### src/design/i2a_pkg.sv
// Package for the integer to ASCII formatter.
// Holds the beat payload types, format codes, controller states, command and
// status structs and the digit character function. Depends on nothing.
`default_nettype none

package i2a_pkg;

   // Format selector codes carried in the request beat.
   typedef enum logic [2:0] {
      FMT_SIGNED_DEC   = 3'd0,
      FMT_UNSIGNED_DEC = 3'd1,
      FMT_HEX_LOWER    = 3'd2,
      FMT_HEX_UPPER    = 3'd3,
      FMT_POINTER      = 3'd4
   } fmt_type;

   typedef struct packed {
      logic [2:0]  action;
      logic [63:0] value;
   } req_payload_type;

   typedef struct packed {
      logic [7:0] char_code;
      logic       last;
      logic [4:0] char_count;
   } rsp_payload_type;

   typedef enum logic [2:0] {
      ST_IDLE,
      ST_CONV,
      ST_STRIP,
      ST_PREFIX,
      ST_DIGITS
   } state_type;

   // Commands from the controller to the datapath.
   typedef struct packed {
      logic load;
      logic dd_step;
      logic strip_step;
      logic emit_prefix;
      logic emit_digit;
   } cmd_type;

   // Status from the datapath to the controller.
   typedef struct packed {
      logic start_dec;
      logic start_hex;
      logic dd_last;
      logic top_zero;
      logic ndig_one;
      logic pre_any;
      logic pre_one;
      logic out_free;
   } status_type;

   localparam int NumBits      = 32;
   localparam int NumBcdDigits = 10;
   localparam int NumHexDigits = 16;

   localparam logic [7:0] CHAR_ZERO    = 8'h30;
   localparam logic [7:0] CHAR_X       = 8'h78;
   localparam logic [7:0] CHAR_MINUS   = 8'h2D;
   localparam logic [7:0] CHAR_LOWER_A = 8'h61;
   localparam logic [7:0] CHAR_UPPER_A = 8'h41;

   function automatic logic [7:0] digit_char(input logic [3:0] nib, input logic upper);
      logic [7:0] base;
      base = upper ? CHAR_UPPER_A : CHAR_LOWER_A;
      if (nib < 4'd10) begin
         digit_char = CHAR_ZERO + {4'b0000, nib};
      end else begin
         digit_char = base + {4'b0000, nib} - 8'd10;
      end
   endfunction

endpackage

`default_nettype wire

### src/design/i2a_ctrl.sv
// Controller state machine of the integer to ASCII formatter.
// Sequences load, binary to BCD conversion, leading zero strip and emission.
// Depends on i2a_pkg.
`default_nettype none

module i2a_ctrl (
   input  wire logic               clock,
   input  wire logic               reset,
   input  wire logic               req_valid,
   output logic                    req_ready,
   input  wire i2a_pkg::status_type status,
   output i2a_pkg::cmd_type        cmd
);
   import i2a_pkg::*;

   state_type state_ff;
   state_type state_in;

   always_ff @(posedge clock) begin
      if (reset) begin
         state_ff <= ST_IDLE;
      end else begin
         state_ff <= state_in;
      end
   end

   always_comb begin
      state_in  = state_ff;
      cmd       = '0;
      req_ready = 1'b0;
      unique case (state_ff)
         ST_IDLE: begin
            req_ready = 1'b1;
            if (req_valid) begin
               cmd.load = 1'b1;
               if (status.start_dec) begin
                  state_in = ST_CONV;
               end else if (status.start_hex) begin
                  state_in = ST_STRIP;
               end
            end
         end
         ST_CONV: begin
            cmd.dd_step = 1'b1;
            if (status.dd_last) begin
               state_in = ST_STRIP;
            end
         end
         ST_STRIP: begin
            if (status.top_zero && !status.ndig_one) begin
               cmd.strip_step = 1'b1;
            end else if (status.pre_any) begin
               state_in = ST_PREFIX;
            end else begin
               state_in = ST_DIGITS;
            end
         end
         ST_PREFIX: begin
            if (status.out_free) begin
               cmd.emit_prefix = 1'b1;
               if (status.pre_one) begin
                  state_in = ST_DIGITS;
               end
            end
         end
         ST_DIGITS: begin
            if (status.out_free) begin
               cmd.emit_digit = 1'b1;
               if (status.ndig_one) begin
                  state_in = ST_IDLE;
               end
            end
         end
         default: begin
            state_in = ST_IDLE;
         end
      endcase
   end

endmodule

`default_nettype wire

### src/design/i2a_datapath.sv
// Datapath of the integer to ASCII formatter.
// Double-dabble BCD converter, digit shift register and output register.
// Depends on i2a_pkg.
`default_nettype none

module i2a_datapath (
   input  wire logic                    clock,
   input  wire logic                    reset,
   input  wire i2a_pkg::req_payload_type req_data,
   input  wire i2a_pkg::cmd_type        cmd,
   output i2a_pkg::status_type          status,
   output logic                         rsp_valid,
   input  wire logic                    rsp_ready,
   output i2a_pkg::rsp_payload_type     rsp_data
);
   import i2a_pkg::*;

   logic [2:0]              mode_ff;
   logic [NumBits-1:0]      mag_ff;
   logic [4*NumBcdDigits-1:0] bcd_ff;
   logic [4*NumBcdDigits-1:0] bcd_adj;
   logic [4*NumBcdDigits-1:0] bcd_in;
   logic [4:0]              bit_cnt_ff;
   logic [4*NumHexDigits-1:0] dig_ff;
   logic [4:0]              ndig_ff;
   logic [1:0]              pre_ff;
   logic [4:0]              cnt_ff;
   logic                    rsp_valid_ff;
   rsp_payload_type         rsp_ff;
   rsp_payload_type         rsp_in;
   logic [31:0]             low;
   logic                    negative;
   logic                    emit;

   assign low      = req_data.value[31:0];
   assign negative = (req_data.action == FMT_SIGNED_DEC) && low[31];
   assign emit     = cmd.emit_prefix || cmd.emit_digit;

   // One double-dabble step: adjust every BCD digit, then shift in one bit.
   always_comb begin
      for (int i = 0; i < NumBcdDigits; i++) begin
         bcd_adj[4*i +: 4] = (bcd_ff[4*i +: 4] >= 4'd5) ?
                             bcd_ff[4*i +: 4] + 4'd3 : bcd_ff[4*i +: 4];
      end
      bcd_in = {bcd_adj[4*NumBcdDigits-2:0], mag_ff[NumBits-1]};
   end

   always_comb begin
      rsp_in = '0;
      if (cmd.emit_prefix) begin
         if (mode_ff == FMT_POINTER) begin
            rsp_in.char_code = (pre_ff == 2'd2) ? CHAR_ZERO : CHAR_X;
         end else begin
            rsp_in.char_code = CHAR_MINUS;
         end
      end else begin
         rsp_in.char_code = digit_char(dig_ff[4*NumHexDigits-1 -: 4],
                                       mode_ff == FMT_HEX_UPPER);
         rsp_in.last       = ndig_ff == 5'd1;
         rsp_in.char_count = (ndig_ff == 5'd1) ? cnt_ff + 5'd1 : 5'd0;
      end
   end

   always_ff @(posedge clock) begin
      if (cmd.load) begin
         mode_ff    <= req_data.action;
         mag_ff     <= negative ? (~low + 32'd1) : low;
         bcd_ff     <= '0;
         bit_cnt_ff <= '0;
         dig_ff     <= req_data.value;
         ndig_ff    <= 5'(NumHexDigits);
         cnt_ff     <= '0;
         if (req_data.action == FMT_POINTER) begin
            pre_ff <= 2'd2;
         end else if (negative) begin
            pre_ff <= 2'd1;
         end else begin
            pre_ff <= 2'd0;
         end
      end
      if (cmd.dd_step) begin
         bcd_ff     <= bcd_in;
         mag_ff     <= {mag_ff[NumBits-2:0], 1'b0};
         bit_cnt_ff <= bit_cnt_ff + 5'd1;
         if (status.dd_last) begin
            dig_ff  <= {bcd_in, {(4*(NumHexDigits-NumBcdDigits)){1'b0}}};
            ndig_ff <= 5'(NumBcdDigits);
         end
      end
      if (cmd.strip_step || cmd.emit_digit) begin
         dig_ff  <= {dig_ff[4*NumHexDigits-5:0], 4'b0000};
         ndig_ff <= ndig_ff - 5'd1;
      end
      if (cmd.emit_prefix) begin
         pre_ff <= pre_ff - 2'd1;
      end
      if (emit) begin
         cnt_ff <= cnt_ff + 5'd1;
         rsp_ff <= rsp_in;
      end
   end

   always_ff @(posedge clock) begin
      if (reset) begin
         rsp_valid_ff <= 1'b0;
      end else if (emit) begin
         rsp_valid_ff <= 1'b1;
      end else if (rsp_ready) begin
         rsp_valid_ff <= 1'b0;
      end
   end

   always_comb begin
      status           = '0;
      status.start_dec = (req_data.action == FMT_SIGNED_DEC) ||
                         (req_data.action == FMT_UNSIGNED_DEC);
      status.start_hex = (req_data.action == FMT_HEX_LOWER) ||
                         (req_data.action == FMT_HEX_UPPER) ||
                         (req_data.action == FMT_POINTER);
      status.dd_last   = bit_cnt_ff == 5'(NumBits - 1);
      status.top_zero  = dig_ff[4*NumHexDigits-1 -: 4] == 4'b0000;
      status.ndig_one  = ndig_ff == 5'd1;
      status.pre_any   = pre_ff != 2'd0;
      status.pre_one   = pre_ff == 2'd1;
      status.out_free  = !rsp_valid_ff || rsp_ready;
   end

   assign rsp_valid = rsp_valid_ff;
   assign rsp_data  = rsp_ff;

   // A character is only written into the output register when it is free.
   assert property (@(posedge clock) disable iff (reset)
      emit |-> (!rsp_valid_ff || rsp_ready))
      else $error("character written over an untaken beat");

   // The final digit of a number always shows up flagged as last.
   assert property (@(posedge clock) disable iff (reset)
      (cmd.emit_digit && status.ndig_one) |=> (rsp_valid_ff && rsp_ff.last))
      else $error("final digit not flagged as last");

   // Only the last beat of a number carries a nonzero count.
   assert property (@(posedge clock) disable iff (reset)
      (rsp_valid_ff && !rsp_ff.last) |-> (rsp_ff.char_count == 5'd0))
      else $error("count on a beat that is not last");

   // Prefix characters are never emitted once the prefix is used up.
   assert property (@(posedge clock) disable iff (reset)
      cmd.emit_prefix |-> (pre_ff != 2'd0))
      else $error("prefix emitted past its length");

endmodule

`default_nettype wire

### src/design/integer_to_ascii_formatter.sv
// Top level of the integer to ASCII formatter.
// Joins the controller (i2a_ctrl) and the datapath (i2a_datapath); uses i2a_pkg.
`default_nettype none

// Channel   Direction  Payload            Meaning
// req_      in         req_payload_type   format selector and 64-bit number
// rsp_      out        rsp_payload_type   one ASCII character per beat, last flag, count
//
// A request beat is taken only in idle. Decimal formats first run a double-dabble
// conversion; every format then drops leading zeros, decides on a prefix and emits
// one character per beat. Selector codes 5 to 7 produce no beats; reset is synchronous.
// A low rsp_ready holds the current character and pauses emission.

module integer_to_ascii_formatter (
   input  wire logic                     clock,
   input  wire logic                     reset,
   input  wire logic                     req_valid,
   output logic                          req_ready,
   input  wire i2a_pkg::req_payload_type req_data,
   output logic                          rsp_valid,
   input  wire logic                     rsp_ready,
   output i2a_pkg::rsp_payload_type      rsp_data
);
   import i2a_pkg::*;

   // Command and status between the two halves.
   cmd_type    cmd;
   status_type status;

   // The controller owns the request handshake and sequences the datapath.
   i2a_ctrl u_ctrl (
      .clock     (clock),
      .reset     (reset),
      .req_valid (req_valid),
      .req_ready (req_ready),
      .status    (status),
      .cmd       (cmd)
   );

   // The datapath holds the number, its digits and the output register.
   i2a_datapath u_datapath (
      .clock     (clock),
      .reset     (reset),
      .req_data  (req_data),
      .cmd       (cmd),
      .status    (status),
      .rsp_valid (rsp_valid),
      .rsp_ready (rsp_ready),
      .rsp_data  (rsp_data)
   );

endmodule

`default_nettype wire
### config.mk
export PLATFORM = sky130hd
export DESIGN_NAME = integer_to_ascii_formatter
export DESIGN_NICKNAME = d
export VERILOG_FILES = /design/src/design/i2a_pkg.sv /design/src/design/i2a_ctrl.sv /design/src/design/i2a_datapath.sv /design/src/design/integer_to_ascii_formatter.sv
export SDC_FILE = /design/constraint.sdc
export NUM_CORES = 1
export LEC_CHECK = 0
export BUFFER_PORTS_ARGS = -buffer_cell sky130_fd_sc_hd__buf_2
export CORE_ASPECT_RATIO = 0.9
export CORE_MARGIN = 10
export CORE_UTILIZATION = 40
export DETAILED_ROUTE_END_ITERATION = 10
export PLACE_DENSITY = 0.64
export SYNTH_ARGS = -nofsm -noshare
export SYNTH_HDL_FRONTEND = slang
export SYNTH_SLANG_ARGS = --single-unit
### constraint.sdc
create_clock -name clock -period 4.5 [get_ports clock]
set_clock_uncertainty 0.2 [all_clocks]
set_input_delay 0.225 -clock clock [delete_from_list [all_inputs] [get_ports clock]]
set_output_delay 0.225 -clock clock [all_outputs]
set_load 0.005 [all_outputs]
# Word-level counts from Yosys, hierarchy flattened
# Cells that the tools add are included.
[word_totals]
regBits = 174
input_bits = 71
out_inout_bits = 16
[op_classes]
n_addsub = 18
order_cmp = 11
n_eq_ne = 22
n_mux = 57
n_bitwise = 2
reduce_logical = 20
[op_table]
columns = ["operator", "count"]
rows = [
  ["64-bit two-way mux", 4],
  ["32-bit two-way mux", 3],
  ["40-bit two-way mux", 2],
  ["4-bit by 3-bit greater-or-equal comparator with 1-bit output (second input constant)", 10],
  ["4-bit by 2-bit adder with 4-bit output (second input constant)", 9],
  ["4-bit two-way mux", 9],
  ["5-bit two-way mux", 7],
  ["3-bit two-way mux", 11],
  ["32-bit by 1-bit adder with 32-bit output (second input constant)", 1],
  ["32-bit NOT", 1],
  ["8-bit two-way mux", 3],
  ["3-bit by 2-bit equality test with 1-bit output (second input constant)", 5],
  ["3-bit one-hot mux with 5 select lines", 1],
  ["1-bit two-way mux", 12],
  ["2-bit inequality test (second input constant)", 6],
  ["5-bit by 1-bit adder with 5-bit output (second input constant)", 2],
  ["2-bit nonzero test", 5],
  ["3-bit equality test (second input constant)", 3],
  ["8-bit by 4-bit adder with 8-bit output", 1],
  ["8-bit AND reduction", 1],
  ["8-bit by 4-bit subtractor with 8-bit output (second input constant)", 1],
  ["6-bit by 4-bit adder with 7-bit output (first input constant)", 1],
  ["7-bit two-way mux", 1],
  ["3-bit by 1-bit equality test with 1-bit output (second input constant)", 2],
  ["other kinds (19)", 29],
]

# Logic depth before layout (Yosys ltp)
[logic_depth]
depth_word = 7
mapped_depth = 10
mapped_depth_nobuf = 7

# Hierarchy
# A second synthesis with hierarchy kept.
[hier_totals]
cells_unflattened = 964
hier_area_um2 = 9355.2
[by_module_without_submodules]
columns = ["module", "n_inst", "cells_per_inst", "area_per_inst_um2", "seq_area_each_um2"]
rows = [
  ["i2a_datapath", 1, 929, 9049.9, 4394.2],
  ["i2a_ctrl", 1, 35, 305.3, 60.1],
]

# Least setup slack after synthesis
# Ideal clock, no wire load.
[synth_path]
path_type = "flip-flop to flip-flop"
start = "register u_ctrl.state_ff[1]"
end = "register u_datapath.bcd_ff[0] (enable)"
arrival_ps = 2976
required_time_ps = 3863
setup_slack_ps = 887
stages_incl_launch_ff = 7
path_buffers = 4
period_less_slack_ps = 3613
cell_sequence = "dfxtp_1 buf_2 or4b_1 buf_2 buf_6 buf_4 nand2_1"
[synth_via]
elab_chain_cells = 3
word_cells_on_any_way = 5
cone_classes = "eq/ne: 1; mux: 2; reduce/logical: 2"
[synth_rtl]
columns = ["item", "line_no", "rtl"]
rows = [
  ["from (decl)", "i2a_ctrl.sv:16", "state_type state_ff;"],
  ["from (signal assigned)", "i2a_ctrl.sv:23", "state_ff <= state_in;"],
  ["3-bit by 1-bit equality test with 1-bit output / 3-bit logical NOT (equally long branches)", "i2a_ctrl.sv:31", "unique case (state_ff)"],
  ["1-bit two-way mux", "i2a_ctrl.sv:31", ""],
  ["2-bit nonzero test (no line) *", "n/a", ""],
  ["to (signal assigned)", "i2a_datapath.sv:82", "bcd_ff <= bcd_in;"],
  ["to (decl)", "i2a_datapath.sv:20", "logic [4*NumBcdDigits-1:0] bcd_ff;"],
]
# Mark *: on every way between the ends. The rest lies on a longest branch, timed or not.
# A chain may end at the register's enable or synchronous reset.

# Final worst setup path
[layout_path]
start = "register u_ctrl.state_ff[2]"
end = "register u_datapath.dig_ff[33]"
[layout_via]
elab_chain_cells = 6
word_cells_on_any_way = 13
cone_classes = "eq/ne: 3; mux: 8; reduce/logical: 2"
[layout_rtl]
columns = ["item", "line_no", "rtl"]
rows = [
  ["3-bit logical NOT", "i2a_ctrl.sv:31", ""],
  ["1-bit two-way mux", "i2a_ctrl.sv:31", ""],
  ["64-bit two-way mux", "i2a_datapath.sv:65", "if (cmd.load) begin"],
  ["64-bit two-way mux", "i2a_datapath.sv:85", "if (status.dd_last) begin"],
  ["64-bit two-way mux", "i2a_datapath.sv:81", "if (cmd.dd_step) begin"],
  ["64-bit two-way mux *", "i2a_datapath.sv:90", "if (cmd.strip_step || cmd.emit_digit) begin"],
  ["to (signal assigned)", "i2a_datapath.sv:70", "dig_ff <= req_data.value;"],
  ["to (signal assigned)", "i2a_datapath.sv:86", "dig_ff <= {bcd_in, {(4*(NumHexDigits-NumBcdDigits)){1'b0}}};"],
  ["to (signal assigned)", "i2a_datapath.sv:91", "dig_ff <= {dig_ff[4*NumHexDigits-5:0], 4'b0000};"],
  ["to (decl)", "i2a_datapath.sv:24", "logic [4*NumHexDigits-1:0] dig_ff;"],
]
# Marked as above.

==> impl_metrics.ini <==
[power]
p_int_uw = 4434
switchingPower_uw = 2695
p_leak_uw = 0.004274
p_clk_share_pct = 20.1
peakVddDrop_mv = 0.3593
switching_share_pct = 37.80
combPwrFrac_pct = 37.8
power.density_nw_per_um2 = 665.0
power_frac_seq_pct = 42.1

[synth]
synth_common_cells = 152 x nand2_1, 104 x nor2_1, 99 x edfxtp_1
yosys.area.top_type = edfxtp_1
synth_seq_cells = 173
synth_top_area_share_pct = 32.30
yosysSeqAreaShare_pct = 48.39
synthCells = 986
async_flop_share_pct = 0
synth_ff_type = edfxtp_1
yosysMostFrequentCell = nand2_1
yosys-top-cells-area = edfxtp_1 32%, dfxtp_1 16%, nand2_1 6.2%
avgSynthCellArea_um2 = 9.336
ys_warn_count = 0
synth_fp_nets = 1088
synth.distinct_cells = 63
syn_area_um2 = 9205
synth_edf_count = 99

[global_route]
antenna_found_initial = 0
grt-ovfl-total = 0
grt_pass1_vias = 7165
track_usage_pct = 14.86
grt_pass1_wl_um = 36410
grt_max_degree = 77

[placement]
dp_hpwl_um = 15440
port_buffers = 85
globalplace.congestion = 0.8250
dp_cells = 1323

[finish]
nFillCells = 2130
diodes = 0
syn2layout_area_growth_pct = 16.46
postLayoutCoreUtil_pct = 47.48
layout-drive-gt1-share_pct = 14.69
nNetsFinal = 1178
final_cells = 1386

[timing]
fmax_ghz = 0.3313
fin_crit_sh_pct = 67.07
maxSlewHeadroom_pct = 29.42
finalCriticalPeriod_ns = 3.018
finalMaxSlewViolations = 0
rsz0062_at_grt = no
finalHoldViolations = 0
worstMarginPinSlew_ns = 1.059
hold_slack_ns = 0.005008
fin_tns_setup_ns = 0
setup_viol = 0

[setup_path]
endpoint_kind = register
crit_buf_inv = 3
ff2ff_path_depth = 8
r2r-end = u_datapath.dig_ff[33]
timing.rr.start = u_ctrl.state_ff[2]
crit_family = buffers and inverters
crit_path_frequent_cell = buf_4
cp.required_ns = 4.67
reg2reg_slack_ns = 1.48
cp_slowest_cell = or4b_2
crit_path_cell_trace = or4b_2 -> buf_4 -> inv_2 -> buf_4 -> nand2_1 -> and3_1 -> a211oi_1 -> a21o_1
max_stage_delay_ns = 0.70
cp_max_fo = 31
cp.arrival_ns = 3.19
critical_path.startpoint = u_ctrl.state_ff[2]
crit_type = reg -> reg
startpoint_type = register

[drt]
finalWirelength_um = 22460
num_vias = 7402
drtAntennaViolNets = 0
drc = 0
met3WireLength_um = 1207
wire_per_inst_um = 16.20
wl_met1_um = 10360
drt_iter0_drc = 619
wl_met2_um = 10640
vias_per_cell = 5.341
top_layer_used = met4
drtPass1Iterations = 6

[die]
io-pin-count = 87
start_util_pct = 40.77
dieArea_um2 = 29490
core_um2 = 22580
die_y_um = 163.9
placementRows = 52
die-width_um = 179.9

[clocking]
path_clk_slew_ns = 0.07
ctsLongestPathBuffers = 2
cts_num_sinks = 173
cts_resized = 0
root_buffer = clkbuf_16
cts_tree = yes
numCtsBuffers = 17
post_cts_buffers = 0
cts_htree_levels = 4
clock_latency_ns = 0.43

[hold_path]
worstHoldStart = req_data[35]
hold_class = in -> reg
min_path_cells = 5
min_to = u_datapath.dig_ff[35]

[flow_run]
maxCapViolations = 0

[status]
status = complete, no violations
how the worst max path moves through the flow:
stage	depth (start not counted)	endpoint
after CTS	8	u_datapath.dig_ff[29]
after detailed placement	8	u_datapath.dig_ff[33]
after global placement	8	u_datapath.dig_ff[33]
after floorplan	6	u_datapath.bcd_ff[0]
final	8	u_datapath.dig_ff[33]
after global routing	8	u_datapath.dig_ff[45]
layer usage:
layer	global-route usage (%)	vias up
met1	18.72	3532
met5	0	-
li1	-	3679
met3	3.850	18
met2	24.80	173
met4	4.093	0
logic make-up after synthesis:
kind of cell / Yosys count / share of synthesized area, %
and+or+nand+nor: 375 / 19.30
AOI/OAI and AO/OA: 237 / 16.38
DFF: 173 / 48.39
buffers and inverters: 105 / 5.165
xor gates and xnor gates: 45 / 4.282
adders and majority gates: 31 / 4.214
muxes: 19 / 2.229
other: 1 / 0.04074
metrics by stage:
step	setup WS, ns	cell area, um^2	power [uW]
after floorplan	0.8871	9205	5030
after global placement	1.524	9836	5620
after detailed placement	1.498	9836	5706
after CTS	1.475	10720	7180
after global routing	1.246	10720	7679
final	1.482	10720	7129
worst min-delay path: stages:
cell and delay (ns):
buf_2 0.10, nand2_1 0.05, a21oi_1 0.05, nor2_1 0.08, o21ai_0 0.07
power by group through the flow:
stage	sequential, uW	combinational, uW	clock (uW)
finish	3000	2700	1430
floorplan	2910	2120	0
CTS	2990	2720	1460
detailed placement	3030	2680	0
global placement	3010	2610	0
global route	3080	3070	1530
area by class of cell:
cell class / instances / area, um^2 / area share (%)
clock buffer: 17 / 425.4 / 3.968
clock inverter: 15 / 148.9 / 1.389
inverter: 47 / 176.4 / 1.646
multi-input combinational: 708 / 4310 / 40.21
sequential: 173 / 4454 / 41.55
tap: 297 / 371.6 / 3.466
timing repair buffer: 129 / 833.3 / 7.773
cell usage in the layout, fill, tap and decap left out, types with 3 or more instances in the layout:
cell | synthesis | routed
nor2b_1 | 3 | 3
inv_1 | 46 | 46
nand3_1 | 8 | 8
nand2b_1 | 14 | 13
mux2i_1 | 7 | 7
mux2_2 | 12 | 12
nand2_1 | 152 | 151
or4_1 | 4 | 4
a21oi_1 | 61 | 61
o31ai_1 | 12 | 12
buf_4 | 2 | 13
and2_1 | 5 | 4
nor3_1 | 9 | 9
clkinv_4 | 0 | 3
o21ai_1 | 6 | 6
inv_6 | 0 | 6
xor2_1 | 11 | 11
a222oi_1 | 11 | 11
a211oi_1 | 30 | 30
xnor2_1 | 34 | 34
nor3b_1 | 20 | 20
o21ai_0 | 58 | 58
buf_2 | 17 | 85
a22o_1 | 3 | 3
ha_1 | 31 | 31
a21o_1 | 28 | 28
edfxtp_1 | 99 | 99
a31oi_1 | 11 | 11
and3_1 | 31 | 31
nor4_1 | 5 | 5
or3_1 | 3 | 3
nor2_1 | 104 | 104
dlygate4sd3_1 | 0 | 31
clkbuf_16 | 0 | 17
nand3b_1 | 3 | 3
dfxtp_1 | 74 | 74
flip-flops by register name (all words and copies together), names as in the netlist:
register,count
u_datapath.rsp_valid,1
u_datapath.pre_ff,2
u_datapath.ndig_ff,5
u_datapath.mode_ff,3
u_datapath.bit_cnt_ff,5
u_ctrl.state_ff,3
u_datapath.mag_ff,32
u_datapath.bcd_ff,40
u_datapath.rsp_data,13
u_datapath.dig_ff,64
u_datapath.cnt_ff,5
timing repair:
item / 4_1_cts / 5_1_grt
setup endpoints to repair: 0 / 0
endpoints found under the hold margin: 34 / 0
hold buffers: 31 / 0
Power figures use the tool's default switching activity.
